File: config.mk
export PLATFORM = sky130hd
export DESIGN_NAME = key_repeat_with_char_fifo_flat
export DESIGN_NICKNAME = d
export VERILOG_FILES = /design/src/rtl/core/krc_pkg.sv /design/src/rtl/core/krc_ifs.sv /design/src/rtl/core/krc_typematic.sv /design/src/rtl/core/krc_char_fifo.sv /design/src/rtl/core/krc_rsp_skid.sv /design/src/rtl/core/key_repeat_with_char_fifo.sv /design/src/flat_wrapper.sv
export SDC_FILE = /design/constraint.sdc
export NUM_CORES = 1
export LEC_CHECK = 0
export ABC_AREA = 1
export BUFFER_PORTS_ARGS = -buffer_cell sky130_fd_sc_hd__buf_2
export CAP_MARGIN = 20
export CORE_MARGIN = 8
export CORE_UTILIZATION = 61
export DETAILED_ROUTE_END_ITERATION = 8
export PLACE_DENSITY = 0.79
export SYNTH_ARGS = -nofsm -noshare
export SYNTH_HDL_FRONTEND = slang
export SYNTH_SLANG_ARGS = --single-unit
export TNS_END_PERCENT = 10
File: constraint.sdc
create_clock -name clock -period 3.7 [get_ports clock]
set_clock_uncertainty 0.2 [all_clocks]
set_input_delay 0.185 -clock clock [delete_from_list [all_inputs] [get_ports clock]]
set_output_delay 0.185 -clock clock [all_outputs]
set_load 0.05 [all_outputs]
File: src/rtl/core/krc_pkg.sv
// ----------------------------------------------------------------------------
// Key repeat package
// Shared widths, codes and payload types of the key repeat block.
// ----------------------------------------------------------------------------
`default_nettype none

package krc_pkg;

   // Ring buffer geometry
   localparam int FIFO_DEPTH = 16;
   localparam int PTR_W      = (FIFO_DEPTH > 1) ? $clog2(FIFO_DEPTH) : 1;

   // Payload widths
   localparam int FUNC_W  = 2;
   localparam int CODE_W  = 7;
   localparam int CHAR_W  = 8;
   localparam int FRAME_W = 8;
   localparam int CSR_IDX_W  = 2;
   localparam int CSR_DATA_W = 8;

   // Register reset values
   localparam logic [FRAME_W-1:0] REPEAT_DELAY_RST    = FRAME_W'(25);
   localparam logic [FRAME_W-1:0] REPEAT_INTERVAL_RST = FRAME_W'(2);

   // Item function codes
   typedef enum logic [FUNC_W-1:0] {
      FUNC_PRESS   = 2'd0,
      FUNC_RELEASE = 2'd1,
      FUNC_TICK    = 2'd2,
      FUNC_READ    = 2'd3
   } func_type;

   // Register indexes
   typedef enum logic [CSR_IDX_W-1:0] {
      CSR_REPEAT_DELAY    = 2'd0,
      CSR_REPEAT_INTERVAL = 2'd1,
      CSR_INPUT_ENABLE    = 2'd2
   } csr_idx_type;

   // One input item
   typedef struct packed {
      func_type            func;
      logic [CODE_W-1:0]   key_code;
      logic [CHAR_W-1:0]   key_char;
   } item_type;

   // One result item
   typedef struct packed {
      logic [CHAR_W-1:0]   read_char;
      logic                char_pushed;
      logic                buffer_empty;
   } result_type;

   // Settings seen by the repeat controller
   typedef struct packed {
      logic [FRAME_W-1:0]  repeat_delay;
      logic [FRAME_W-1:0]  repeat_interval;
      logic                input_enable;
      logic                cancel_hold;
   } rep_ctrl_type;

   // Push request toward the ring buffer
   typedef struct packed {
      logic                valid;
      logic [CHAR_W-1:0]   char_val;
   } push_type;

endpackage

`default_nettype wire

File: src/rtl/core/krc_ifs.sv
// ----------------------------------------------------------------------------
// Key repeat channel interfaces
// Valid/ready channels for items, results and register writes.
// ----------------------------------------------------------------------------
`default_nettype none

// Input item channel
interface krc_req_if;
   logic                          valid;
   logic                          ready;
   logic [krc_pkg::FUNC_W-1:0]    func;
   logic [krc_pkg::CODE_W-1:0]    key_code;
   logic [krc_pkg::CHAR_W-1:0]    key_char;

   modport source (output valid, output func, output key_code, output key_char,
                   input ready);
   modport sink   (input valid, input func, input key_code, input key_char,
                   output ready);
endinterface

// Result channel
interface krc_rsp_if;
   logic                          valid;
   logic                          ready;
   logic [krc_pkg::CHAR_W-1:0]    read_char;
   logic                          char_pushed;
   logic                          buffer_empty;

   modport source (output valid, output read_char, output char_pushed,
                   output buffer_empty, input ready);
   modport sink   (input valid, input read_char, input char_pushed,
                   input buffer_empty, output ready);
endinterface

// Register write channel
interface krc_csr_if;
   logic                              valid;
   logic                              ready;
   logic [krc_pkg::CSR_IDX_W-1:0]     index;
   logic [krc_pkg::CSR_DATA_W-1:0]    data;

   modport source (output valid, output index, output data, input ready);
   modport sink   (input valid, input index, input data, output ready);
endinterface

`default_nettype wire

File: src/rtl/core/krc_typematic.sv
// ----------------------------------------------------------------------------
// Key repeat controller
// Tracks the held key and its frame timer, and requests character pushes.
// ----------------------------------------------------------------------------
`default_nettype none

module krc_typematic (
   input  wire                     clock,
   input  wire                     reset,
   input  wire                     item_valid,
   input  krc_pkg::item_type       item,
   input  krc_pkg::rep_ctrl_type   ctrl,
   output krc_pkg::push_type       push
);

   typedef enum logic [2:0] {
      HOLD_NONE   = 3'b001,
      HOLD_DELAY  = 3'b010,
      HOLD_REPEAT = 3'b100
   } hold_type;

   hold_type                          hold_mode_ff,   hold_mode_in;
   logic [krc_pkg::CODE_W-1:0]        held_code_ff,   held_code_in;
   logic [krc_pkg::CHAR_W-1:0]        held_char_ff,   held_char_in;
   logic [krc_pkg::FRAME_W-1:0]       frames_left_ff, frames_left_in;
   logic                              holding;

   assign holding = (hold_mode_ff == HOLD_DELAY) || (hold_mode_ff == HOLD_REPEAT);

   // Next hold state and push request for the current item.
   always_comb begin
      hold_mode_in   = hold_mode_ff;
      held_code_in   = held_code_ff;
      held_char_in   = held_char_ff;
      frames_left_in = frames_left_ff;
      push.valid     = 1'b0;
      push.char_val  = item.key_char;

      if (item_valid) begin
         case (item.func)
            krc_pkg::FUNC_PRESS: begin
               if (ctrl.input_enable && (item.key_char != '0)) begin
                  frames_left_in = ctrl.repeat_delay;
                  held_code_in   = item.key_code;
                  held_char_in   = item.key_char;
                  hold_mode_in   = HOLD_DELAY;
                  push.valid     = 1'b1;
               end
            end
            krc_pkg::FUNC_RELEASE: begin
               if (held_code_ff == item.key_code) begin
                  hold_mode_in = HOLD_NONE;
               end
            end
            krc_pkg::FUNC_TICK: begin
               if (ctrl.input_enable && holding) begin
                  if (frames_left_ff <= krc_pkg::FRAME_W'(1)) begin
                     frames_left_in = ctrl.repeat_interval;
                     if (hold_mode_ff == HOLD_DELAY) begin
                        hold_mode_in = HOLD_REPEAT;
                     end else begin
                        push.valid    = 1'b1;
                        push.char_val = held_char_ff;
                     end
                  end else begin
                     frames_left_in = frames_left_ff - krc_pkg::FRAME_W'(1);
                  end
               end
            end
            default: begin
            end
         endcase
      end

      // Disabling input drops any hold in progress.
      if (ctrl.cancel_hold) begin
         hold_mode_in = HOLD_NONE;
      end
   end

   always_ff @(posedge clock) begin
      if (reset) begin
         hold_mode_ff   <= HOLD_NONE;
         held_code_ff   <= '0;
         held_char_ff   <= '0;
         frames_left_ff <= '0;
      end else begin
         hold_mode_ff   <= hold_mode_in;
         held_code_ff   <= held_code_in;
         held_char_ff   <= held_char_in;
         frames_left_ff <= frames_left_in;
      end
   end

endmodule

`default_nettype wire

File: src/rtl/core/krc_char_fifo.sv
// ----------------------------------------------------------------------------
// Key repeat character ring buffer
// Register file with write and read positions; a push never checks for full.
// ----------------------------------------------------------------------------
`default_nettype none

module krc_char_fifo (
   input  wire                          clock,
   input  wire                          reset,
   input  wire                          clear,
   input  krc_pkg::push_type            push,
   input  wire                          pop_req,
   output logic [krc_pkg::CHAR_W-1:0]   read_char,
   output logic                         empty_next
);

   localparam logic [krc_pkg::PTR_W-1:0] LAST_POS = krc_pkg::PTR_W'(krc_pkg::FIFO_DEPTH - 1);

   logic [krc_pkg::CHAR_W-1:0]  char_store_ff [krc_pkg::FIFO_DEPTH];
   logic [krc_pkg::PTR_W-1:0]   write_pos_ff, write_pos_in;
   logic [krc_pkg::PTR_W-1:0]   read_pos_ff,  read_pos_in;
   logic                        pop;

   // A read only pops when the buffer holds something.
   assign pop       = pop_req && (write_pos_ff != read_pos_ff);
   assign read_char = pop ? char_store_ff[read_pos_ff] : '0;

   // Position advance with wrap at the buffer depth.
   always_comb begin
      write_pos_in = write_pos_ff;
      read_pos_in  = read_pos_ff;
      if (push.valid) begin
         write_pos_in = (write_pos_ff == LAST_POS) ? '0 : write_pos_ff + krc_pkg::PTR_W'(1);
      end
      if (pop) begin
         read_pos_in = (read_pos_ff == LAST_POS) ? '0 : read_pos_ff + krc_pkg::PTR_W'(1);
      end
      if (clear) begin
         write_pos_in = '0;
         read_pos_in  = '0;
      end
   end

   assign empty_next = (write_pos_in == read_pos_in);

   always_ff @(posedge clock) begin
      if (reset) begin
         write_pos_ff <= '0;
         read_pos_ff  <= '0;
      end else begin
         write_pos_ff <= write_pos_in;
         read_pos_ff  <= read_pos_in;
      end
   end

   // Character storage, no reset.
   always_ff @(posedge clock) begin
      if (push.valid) begin
         char_store_ff[write_pos_ff] <= push.char_val;
      end
   end

endmodule

`default_nettype wire

File: src/rtl/core/krc_rsp_skid.sv
// ----------------------------------------------------------------------------
// Key repeat result buffer
// Output register with a skid stage; the input side waits only while both
// stages hold a result.
// ----------------------------------------------------------------------------
`default_nettype none

module krc_rsp_skid (
   input  wire                    clock,
   input  wire                    reset,
   input  wire                    in_valid,
   input  krc_pkg::result_type    in_data,
   output logic                   in_ready,
   krc_rsp_if.source              rsp
);

   logic                  out_valid_ff,  out_valid_in;
   krc_pkg::result_type   out_data_ff,   out_data_in;
   logic                  skid_valid_ff, skid_valid_in;
   krc_pkg::result_type   skid_data_ff,  skid_data_in;
   logic                  out_fire;

   assign in_ready = !skid_valid_ff;
   assign out_fire = out_valid_ff && rsp.ready;

   assign rsp.valid        = out_valid_ff;
   assign rsp.read_char    = out_data_ff.read_char;
   assign rsp.char_pushed  = out_data_ff.char_pushed;
   assign rsp.buffer_empty = out_data_ff.buffer_empty;

   // Fill the output register first, park in the skid stage when it stalls.
   always_comb begin
      out_valid_in  = out_valid_ff;
      out_data_in   = out_data_ff;
      skid_valid_in = skid_valid_ff;
      skid_data_in  = skid_data_ff;
      if (skid_valid_ff) begin
         if (out_fire) begin
            out_data_in   = skid_data_ff;
            skid_valid_in = 1'b0;
         end
      end else if (in_valid) begin
         if (!out_valid_ff || out_fire) begin
            out_valid_in = 1'b1;
            out_data_in  = in_data;
         end else begin
            skid_valid_in = 1'b1;
            skid_data_in  = in_data;
         end
      end else if (out_fire) begin
         out_valid_in = 1'b0;
      end
   end

   always_ff @(posedge clock) begin
      if (reset) begin
         out_valid_ff  <= 1'b0;
         skid_valid_ff <= 1'b0;
      end else begin
         out_valid_ff  <= out_valid_in;
         skid_valid_ff <= skid_valid_in;
      end
   end

   always_ff @(posedge clock) begin
      out_data_ff  <= out_data_in;
      skid_data_ff <= skid_data_in;
   end

endmodule

`default_nettype wire

File: src/rtl/core/key_repeat_with_char_fifo.sv
// Each result is held in the output or skid register of the result buffer.
// Throughput: one item per cycle while req is ready; timer and ring buffer
// update in the transfer cycle; a two-entry result buffer absorbs rsp stalls.
// Reset: synchronous, active high; clears hold state, buffer positions and
// registers (delay 25, interval 2, input disabled). Buffer contents persist.
// ----------------------------------------------------------------------------
// Key repeat with character buffer
// Typematic key repeat feeding a 16-entry character ring buffer.
// ----------------------------------------------------------------------------
`default_nettype none

module key_repeat_with_char_fifo (
   input  wire          clock,
   input  wire          reset,
   krc_req_if.sink      req,
   krc_rsp_if.source    rsp,
   krc_csr_if.sink      csr
);

   logic [krc_pkg::FRAME_W-1:0]   repeat_delay_ff,    repeat_delay_in;
   logic [krc_pkg::FRAME_W-1:0]   repeat_interval_ff, repeat_interval_in;
   logic                          input_enable_ff,    input_enable_in;
   logic                          csr_fire;
   logic                          buf_clear;
   logic                          item_fire;
   krc_pkg::item_type             item;
   krc_pkg::rep_ctrl_type         ctrl;
   krc_pkg::push_type             push;
   krc_pkg::result_type           result;
   logic                          pop_req;

   // Register writes are always taken.
   assign csr.ready = 1'b1;
   assign csr_fire  = csr.valid && csr.ready;

   always_comb begin
      repeat_delay_in    = repeat_delay_ff;
      repeat_interval_in = repeat_interval_ff;
      input_enable_in    = input_enable_ff;
      buf_clear          = 1'b0;
      ctrl.cancel_hold   = 1'b0;
      if (csr_fire) begin
         case (krc_pkg::csr_idx_type'(csr.index))
            krc_pkg::CSR_REPEAT_DELAY:    repeat_delay_in    = csr.data;
            krc_pkg::CSR_REPEAT_INTERVAL: repeat_interval_in = csr.data;
            krc_pkg::CSR_INPUT_ENABLE: begin
               input_enable_in  = csr.data[0];
               buf_clear        = csr.data[0];
               ctrl.cancel_hold = !csr.data[0];
            end
            default: begin
            end
         endcase
      end
   end

   always_ff @(posedge clock) begin
      if (reset) begin
         repeat_delay_ff    <= krc_pkg::REPEAT_DELAY_RST;
         repeat_interval_ff <= krc_pkg::REPEAT_INTERVAL_RST;
         input_enable_ff    <= 1'b0;
      end else begin
         repeat_delay_ff    <= repeat_delay_in;
         repeat_interval_ff <= repeat_interval_in;
         input_enable_ff    <= input_enable_in;
      end
   end

   assign ctrl.repeat_delay    = repeat_delay_ff;
   assign ctrl.repeat_interval = repeat_interval_ff;
   assign ctrl.input_enable    = input_enable_ff;

   // Item transfer.
   assign item_fire     = req.valid && req.ready;
   assign item.func     = krc_pkg::func_type'(req.func);
   assign item.key_code = req.key_code;
   assign item.key_char = req.key_char;
   assign pop_req       = item_fire && (item.func == krc_pkg::FUNC_READ);

   krc_typematic u_typematic (
      .clock      (clock),
      .reset      (reset),
      .item_valid (item_fire),
      .item       (item),
      .ctrl       (ctrl),
      .push       (push)
   );

   krc_char_fifo u_char_fifo (
      .clock      (clock),
      .reset      (reset),
      .clear      (buf_clear),
      .push       (push),
      .pop_req    (pop_req),
      .read_char  (result.read_char),
      .empty_next (result.buffer_empty)
   );

   assign result.char_pushed = push.valid;

   krc_rsp_skid u_rsp_skid (
      .clock    (clock),
      .reset    (reset),
      .in_valid (item_fire),
      .in_data  (result),
      .in_ready (req.ready),
      .rsp      (rsp)
   );

`ifndef SYNTHESIS
   // A single item never both pushes and pops.
   a_push_pop_exclusive: assert property (@(posedge clock) disable iff (reset)
      !(push.valid && pop_req))
      else $error("push and pop on the same item");

   // Every transferred item has a result ready in the next cycle.
   a_result_follows: assert property (@(posedge clock) disable iff (reset)
      item_fire |=> rsp.valid)
      else $error("no result after item transfer");

   // Backpressure on req only while a result is waiting.
   a_stall_has_result: assert property (@(posedge clock) disable iff (reset)
      !req.ready |-> rsp.valid)
      else $error("req stalled with no pending result");

   // A character is pushed only while input is enabled.
   a_push_enabled: assert property (@(posedge clock) disable iff (reset)
      push.valid |-> input_enable_ff)
      else $error("push while input disabled");
`endif

endmodule

`default_nettype wire

File: src/flat_wrapper.sv
// flat-port wrapper written by rule: the top's interface ports become plain ports
module key_repeat_with_char_fifo_flat 
  (clock, reset, req_valid, req_func, req_key_code, req_key_char, req_ready, rsp_valid, rsp_read_char, rsp_char_pushed, rsp_buffer_empty, rsp_ready, csr_valid, csr_index, csr_data, csr_ready);
  krc_req_if req_i ();
  krc_rsp_if rsp_i ();
  krc_csr_if csr_i ();
  input  wire clock;
  input  wire reset;
  input wire logic [$bits(req_i.valid)-1:0] req_valid;
  input wire logic [$bits(req_i.func)-1:0] req_func;
  input wire logic [$bits(req_i.key_code)-1:0] req_key_code;
  input wire logic [$bits(req_i.key_char)-1:0] req_key_char;
  output wire logic [$bits(req_i.ready)-1:0] req_ready;
  output wire logic [$bits(rsp_i.valid)-1:0] rsp_valid;
  output wire logic [$bits(rsp_i.read_char)-1:0] rsp_read_char;
  output wire logic [$bits(rsp_i.char_pushed)-1:0] rsp_char_pushed;
  output wire logic [$bits(rsp_i.buffer_empty)-1:0] rsp_buffer_empty;
  input wire logic [$bits(rsp_i.ready)-1:0] rsp_ready;
  input wire logic [$bits(csr_i.valid)-1:0] csr_valid;
  input wire logic [$bits(csr_i.index)-1:0] csr_index;
  input wire logic [$bits(csr_i.data)-1:0] csr_data;
  output wire logic [$bits(csr_i.ready)-1:0] csr_ready;
  assign req_i.valid = req_valid;
  assign req_i.func = req_func;
  assign req_i.key_code = req_key_code;
  assign req_i.key_char = req_key_char;
  assign req_ready = req_i.ready;
  assign rsp_valid = rsp_i.valid;
  assign rsp_read_char = rsp_i.read_char;
  assign rsp_char_pushed = rsp_i.char_pushed;
  assign rsp_buffer_empty = rsp_i.buffer_empty;
  assign rsp_i.ready = rsp_ready;
  assign csr_i.valid = csr_valid;
  assign csr_i.index = csr_index;
  assign csr_i.data = csr_data;
  assign csr_ready = csr_i.ready;
  key_repeat_with_char_fifo u_core (.clock(clock), .reset(reset), .req(req_i), .rsp(rsp_i), .csr(csr_i));
endmodule
; ---- Yosys cells after proc, flatten, opt, wreduce, memory -nomap -nowiden
; Memory sizes are Yosys's and may differ from the RTL's. A register that Yosys moved wholly into a read port is not among the register bits.
; Index checks and enable logic that the tools add are counted.
[word_totals]
ff_bits = 73
ramBits = 128
inputBits = 32
memories = 1
[classes]
add_sub_neg = 3
n_lt_le_gt_ge = 1
eq_ne = 19
n_mux = 42
bitwise_logic = 2
n_reduce_logical = 29
[memory_table]
columns = name, words, word_bits, read_ports, rd_clocked_by_memory_dff, wr, line
row1 = u_core.u_char_fifo.char_store_ff, 16, 8, 1, 1, 1, krc_char_fifo.sv:19  ; logic [krc_pkg::CHAR_W-1:0] char_store_ff [krc_pkg::FIFO_DEPTH];
[op_table]
columns = op, count
row1 = 10-bit 2-to-1 mux, 4
row2 = 8-bit 2-to-1 mux, 5
row3 = 9-bit 2-to-1 mux, 4
row4 = 4-bit 2-to-1 mux, 7
row5 = 8-bit one-hot mux with 2 select lines, 1
row6 = 3-bit 2-to-1 mux, 5
row7 = 1-bit 2-to-1 mux, 14
row8 = 2-bit inequality test (second input constant), 6
row9 = 3-bit AND reduction, 4
row10 = 3-bit one-hot mux with 3 select lines, 1
row11 = 4-bit by 1-bit adder with 4-bit output (second input constant), 2
row12 = 4-bit == test (second input constant), 2
row13 = 8-bit by 1-bit <= comparator with 1-bit output (second input constant), 1
row14 = 2-bit nonzero test, 4
row15 = 8-bit nonzero test, 1
row16 = 8-bit by 1-bit subtractor with 8-bit output (second input constant), 1
row17 = 7-bit == test, 1
row18 = 7-bit AND reduction, 1
row19 = 2-bit == test (second input constant), 3
row20 = 1-bit logical AND, 6
row21 = 2-bit AND reduction, 3
row22 = 2-bit by 1-bit == test with 1-bit output (second input constant), 2
row23 = 4-bit == test, 1
row24 = 2-bit zero test, 2
row25 = other kinds (11), 15

; ---- Logic depth before layout (Yosys ltp)
[depth]
word_depth = 12
ltp_mapped = 17
ltp_nobuf = 16

; ---- By module
; From an unflattened synthesis, not the netlist that was laid out.
[hier_totals]
hier_cells = 937
area_unflattened_um2 = 9064.9
[by_module_without_submodules]
columns = module, instances, cells_each, area_per_inst_um2
row1 = krc_char_fifo, 1, 471, 5683.0
row2 = krc_typematic, 1, 278, 1762.9
row3 = krc_rsp_skid, 1, 74, 852.1
row4 = key_repeat_with_char_fifo, 1, 114, 767.0

; ---- Worst setup path before layout
; Ideal clock, no wire load.
[synth_timing]
kind = reg-to-reg
startpoint = register u_core.u_typematic.frames_left_ff[0] in the netlist's numbering
endpoint = memory u_core.u_char_fifo.char_store_ff[0][0] in the netlist's numbering (data pin)
setup_ps = 330
t_arrival_ps = 1977
required_time_ps = 3170
setup_slack_ps = 1192
stages_incl_launch_ff = 11
n_path_buf = 2
period_less_slack_ps = 2508
cell_sequence = dfxtp_1 inv_1 ha_1 nor2_1 nor2_1 nand2_1 nor2_1 nand2_2 buf_6 clkbuf_1 o21ai_0
[synth_rtl]
columns = element, line
row1 = start: declaration, krc_typematic.sv:25  ; logic [krc_pkg::FRAME_W-1:0] frames_left_ff, frames_left_in;
row2 = start signal: assignment, krc_typematic.sv:91  ; frames_left_ff <= frames_left_in;
row3 = end: declaration, krc_char_fifo.sv:19

==> flow_metrics.env <==
export IMPL_avgSynthCellArea_um2=10.36
export IMPL_fillers=924
export IMPL_finalSetupTns_ps=0
export IMPL_hold_violations=0
export IMPL_clockBufferDepth=3
export IMPL_grt_use_total_pct=23.34
export IMPL_synth_most_common_cell="edfxtp_1"
export IMPL_netlist_area_um2=8713
export IMPL_grt_ovfl_total=0
export IMPL_via_count=6642
export IMPL_antenna_found_initial=0
export IMPL_wl_um=21320
export IMPL_cts_resized=0
export IMPL_power_density_nw_per_um2=486.4
export IMPL_p_leak_nw=3.793
export IMPL_synth_mux_area_fraction_pct=0
export IMPL_place_gp_congestion=0.8998
export IMPL_path_clk_slew_ps=60
export IMPL_synth_edff_count=148
export IMPL_synth_cells=841
export IMPL_initial_core_util_pct=62.53
export IMPL_cp_arrival_ps=3010
export IMPL_drv_cap=0
export IMPL_worst_pin_slew_ps=990.0
export IMPL_core_um2=13930
export IMPL_placed_cells=1031
export IMPL_die_w_um=135.5
export IMPL_worstPathRequired_ps=3610
export IMPL_yosysUniqueCellTypes=43
export IMPL_die_area_um2=18360
export IMPL_hpwl_um=13770
export IMPL_maxSlewViolCount=0
export IMPL_ios=45
export IMPL_synth_simple_area_share_pct=14.39
export IMPL_clock_fmax_mhz=323.3
export IMPL_synth_fa_ha_area_share_pct=1.723
export IMPL_netlist_area_leader_share_pct=51.01
export IMPL_ir_worst_vdd_uv=322.9
export IMPL_cts_tree="done"
export IMPL_cts_buffers_inserted=21
export IMPL_io_buffers=43
export IMPL_r2r_cells=10
export IMPL_yosysWarnings=0
export IMPL_setup_viol_count_final=0
export IMPL_synthXorXnorAreaFrac_pct=0.8041
export IMPL_clock_root_buffer="clkbuf_16"
export IMPL_final_core_util_pct=72.21
export IMPL_nets=954
export IMPL_htreeDepth=1
export IMPL_rows=43
export IMPL_ys_seq_area_share_pct=63.18
export IMPL_endpoint_kind="register"
export IMPL_hp_class="reg2reg"
export IMPL_cp_max_fo=22
export IMPL_antennaDiodeCount=0
export IMPL_drtIter0Drc=831
export IMPL_synth_nets=885
export IMPL_synth_seq_cells=201
export IMPL_yosysTopAreaCell="edfxtp_1"
export IMPL_drc=0
export IMPL_layout_drive_gt1_share_pct=13.08
export IMPL_grt_setup_unrepaired="false"
export IMPL_dp_slack_ps=677.9
export IMPL_final_instance_count_excl_fill=1105
export IMPL_grt_max_degree=69
export IMPL_grt_pass1_vias=6530
export IMPL_dr_pass1_iters=5
export IMPL_criticalPathCategory="reg2reg"
export IMPL_synth_flop_cell="edfxtp_1"
export IMPL_synth_compound_area_share_pct=14.57
export IMPL_grt_pass1_wl_um=33890
export IMPL_slew_headroom_pct=33.90
export IMPL_cp_start_kind="register"
export IMPL_period_needed_ps=3093
export IMPL_avgRoutedWirePerCell_um=19.29
export IMPL_finalCritPeriodShare_pct=83.59
export IMPL_min_path_cells=2
export IMPL_insertion_delay_ps=510
export IMPL_via_per_inst=6.011
export IMPL_status="complete, no violations"
export IMPL_synth_top_family_by_area="compound AO/OA/AOI/OAI gates"
export IMPL_synth_common_cells="148 x edfxtp_1, 115 x nor2_1, 115 x o21ai_0"
export IMPL_area_growth_pct=15.48
export IMPL_layout_setup_ws_ps=607.0
export IMPL_die_h_um=135.5
export IMPL_async_flop_share_pct=0
export IMPL_clock_sinks=201
export IMPL_detail_route_antenna_nets=0
export IMPL_synthTopCellsByArea="edfxtp_1 51%, dfxtp_1 12%, o21ai_0 6.6%"
## metrics by stage
step / hold WS [ps] / power, mW / instance area, µm²
CTS: 227.1 / 4.896 / 10060
finish: 250.3 / 4.894 / 10060
global route: 273.5 / 5.015 / 10060
floorplan: 98.22 / 2.708 / 8713
detailed placement: 210.7 / 2.801 / 9016
global placement: 204.3 / 2.793 / 9016
## area by class of cell
type	count	area, µm²	area share [%]
timing repair buffer	89	650.6	6.466
sequential	201	5507	54.72
inverter	64	246.5	2.450
tap	180	225.2	2.238
multi-input combinational	533	2748	27.31
clock inverter	12	141.4	1.405
clock buffer	26	544.3	5.409
## flip-flops by register name, indices dropped and copies added, names as in the netlist, 3 cells and up
signal and count:
u_core.u_typematic.held_char_ff 8, u_core.u_typematic.held_code_ff 7, u_core.u_char_fifo.char_store_ff 128, u_core.repeat_interval_ff 8, u_core.u_typematic.hold_mode_ff 3, u_core.u_char_fifo.write_pos_ff 4
u_core.u_rsp_skid.skid_data_ff 10, u_core.repeat_delay_ff 8, u_core.u_char_fifo.read_pos_ff 4, u_core.u_rsp_skid.rsp.read_char 8, u_core.u_typematic.frames_left_ff 8
## layout by cell type (no fill, tap or decap), drive strengths merged
cell type	synthesis	routed
clkbuf	24	26
nor3	7	7
nand4	10	10
o221ai	15	15
clkinv	2	8
a21oi	43	43
xor2	1	1
o21a	1	1
inv	62	63
or2	1	1
bufinv	0	3
o31ai	1	1
nor2	122	122
a211oi	1	1
o211ai	6	6
a31oi	13	13
dlygate4sd3	0	36
edfxtp	148	148
and2	1	1
a22oi	1	1
nand2	115	115
clkinvlp	0	2
ha	12	12
nand3	30	30
buf	19	53
a21o	8	8
dfxtp	53	53
o21ai	118	118
o22ai	18	18
xnor2	7	7
conb	1	1
and3	1	1
## kinds of logic after synthesis
logic type	count (synthesis)
AND/OR/NAND/NOR	287
AO/OA/AOI/OAI	225
flip-flops	201
buffers and inverters	107
adder cells (fa/ha/maj)	12
XOR/XNOR	8
other	1
## metal layers
layer	vias to the layer above	track usage [%]	routed length (µm)
li1	3094	-	-
met1	3096	29.67	8302
met2	399	38.82	10260
met3	53	4.451	2108
met4	0	9.007	646
met5	-	0	0
## critical path: stages (launching register included)
cell and delay, ps:
dfxtp_1 340, inv_1 100, ha_1 190, nor2_1 60, nor2_1 110, nand2_1 230, nor2_1 210, nand2_2 280
nand2_4 200, nand2_1 220, nor2_1 550
## power breakdown
part           leakage [nW]  total [mW]  internal, mW  switching [mW]
Clock                 0.331        2.10          1.26           0.846
Sequential             1.77        2.47          2.45          0.0185
Combinational          1.69       0.324         0.108           0.215
Total                  3.79        4.89          3.81            1.08
## final timing paths
kind	startpoint	to	slack, ps
max	u_core.u_typematic.frames_left_ff[0]$_SDFFE_PP0P_	u_core.u_char_fifo.char_store_ff[0][3]$_DFFE_PP_	610
min	u_core.u_typematic.held_char_ff[3]$_SDFFE_PP0P_	u_core.u_typematic.held_char_ff[3]$_SDFFE_PP0P_	250
max reg2reg	u_core.u_typematic.frames_left_ff[0]$_SDFFE_PP0P_	u_core.u_char_fifo.char_store_ff[0][3]$_DFFE_PP_	610
min reg2reg	u_core.u_typematic.held_char_ff[3]$_SDFFE_PP0P_	u_core.u_typematic.held_char_ff[3]$_SDFFE_PP0P_	250
## what timing repair did
action,CTS,global route
setup buffers,0,0
hold buffers,36,0
hold endpoints to repair,46,0
Power figures use the tool's default switching activity.
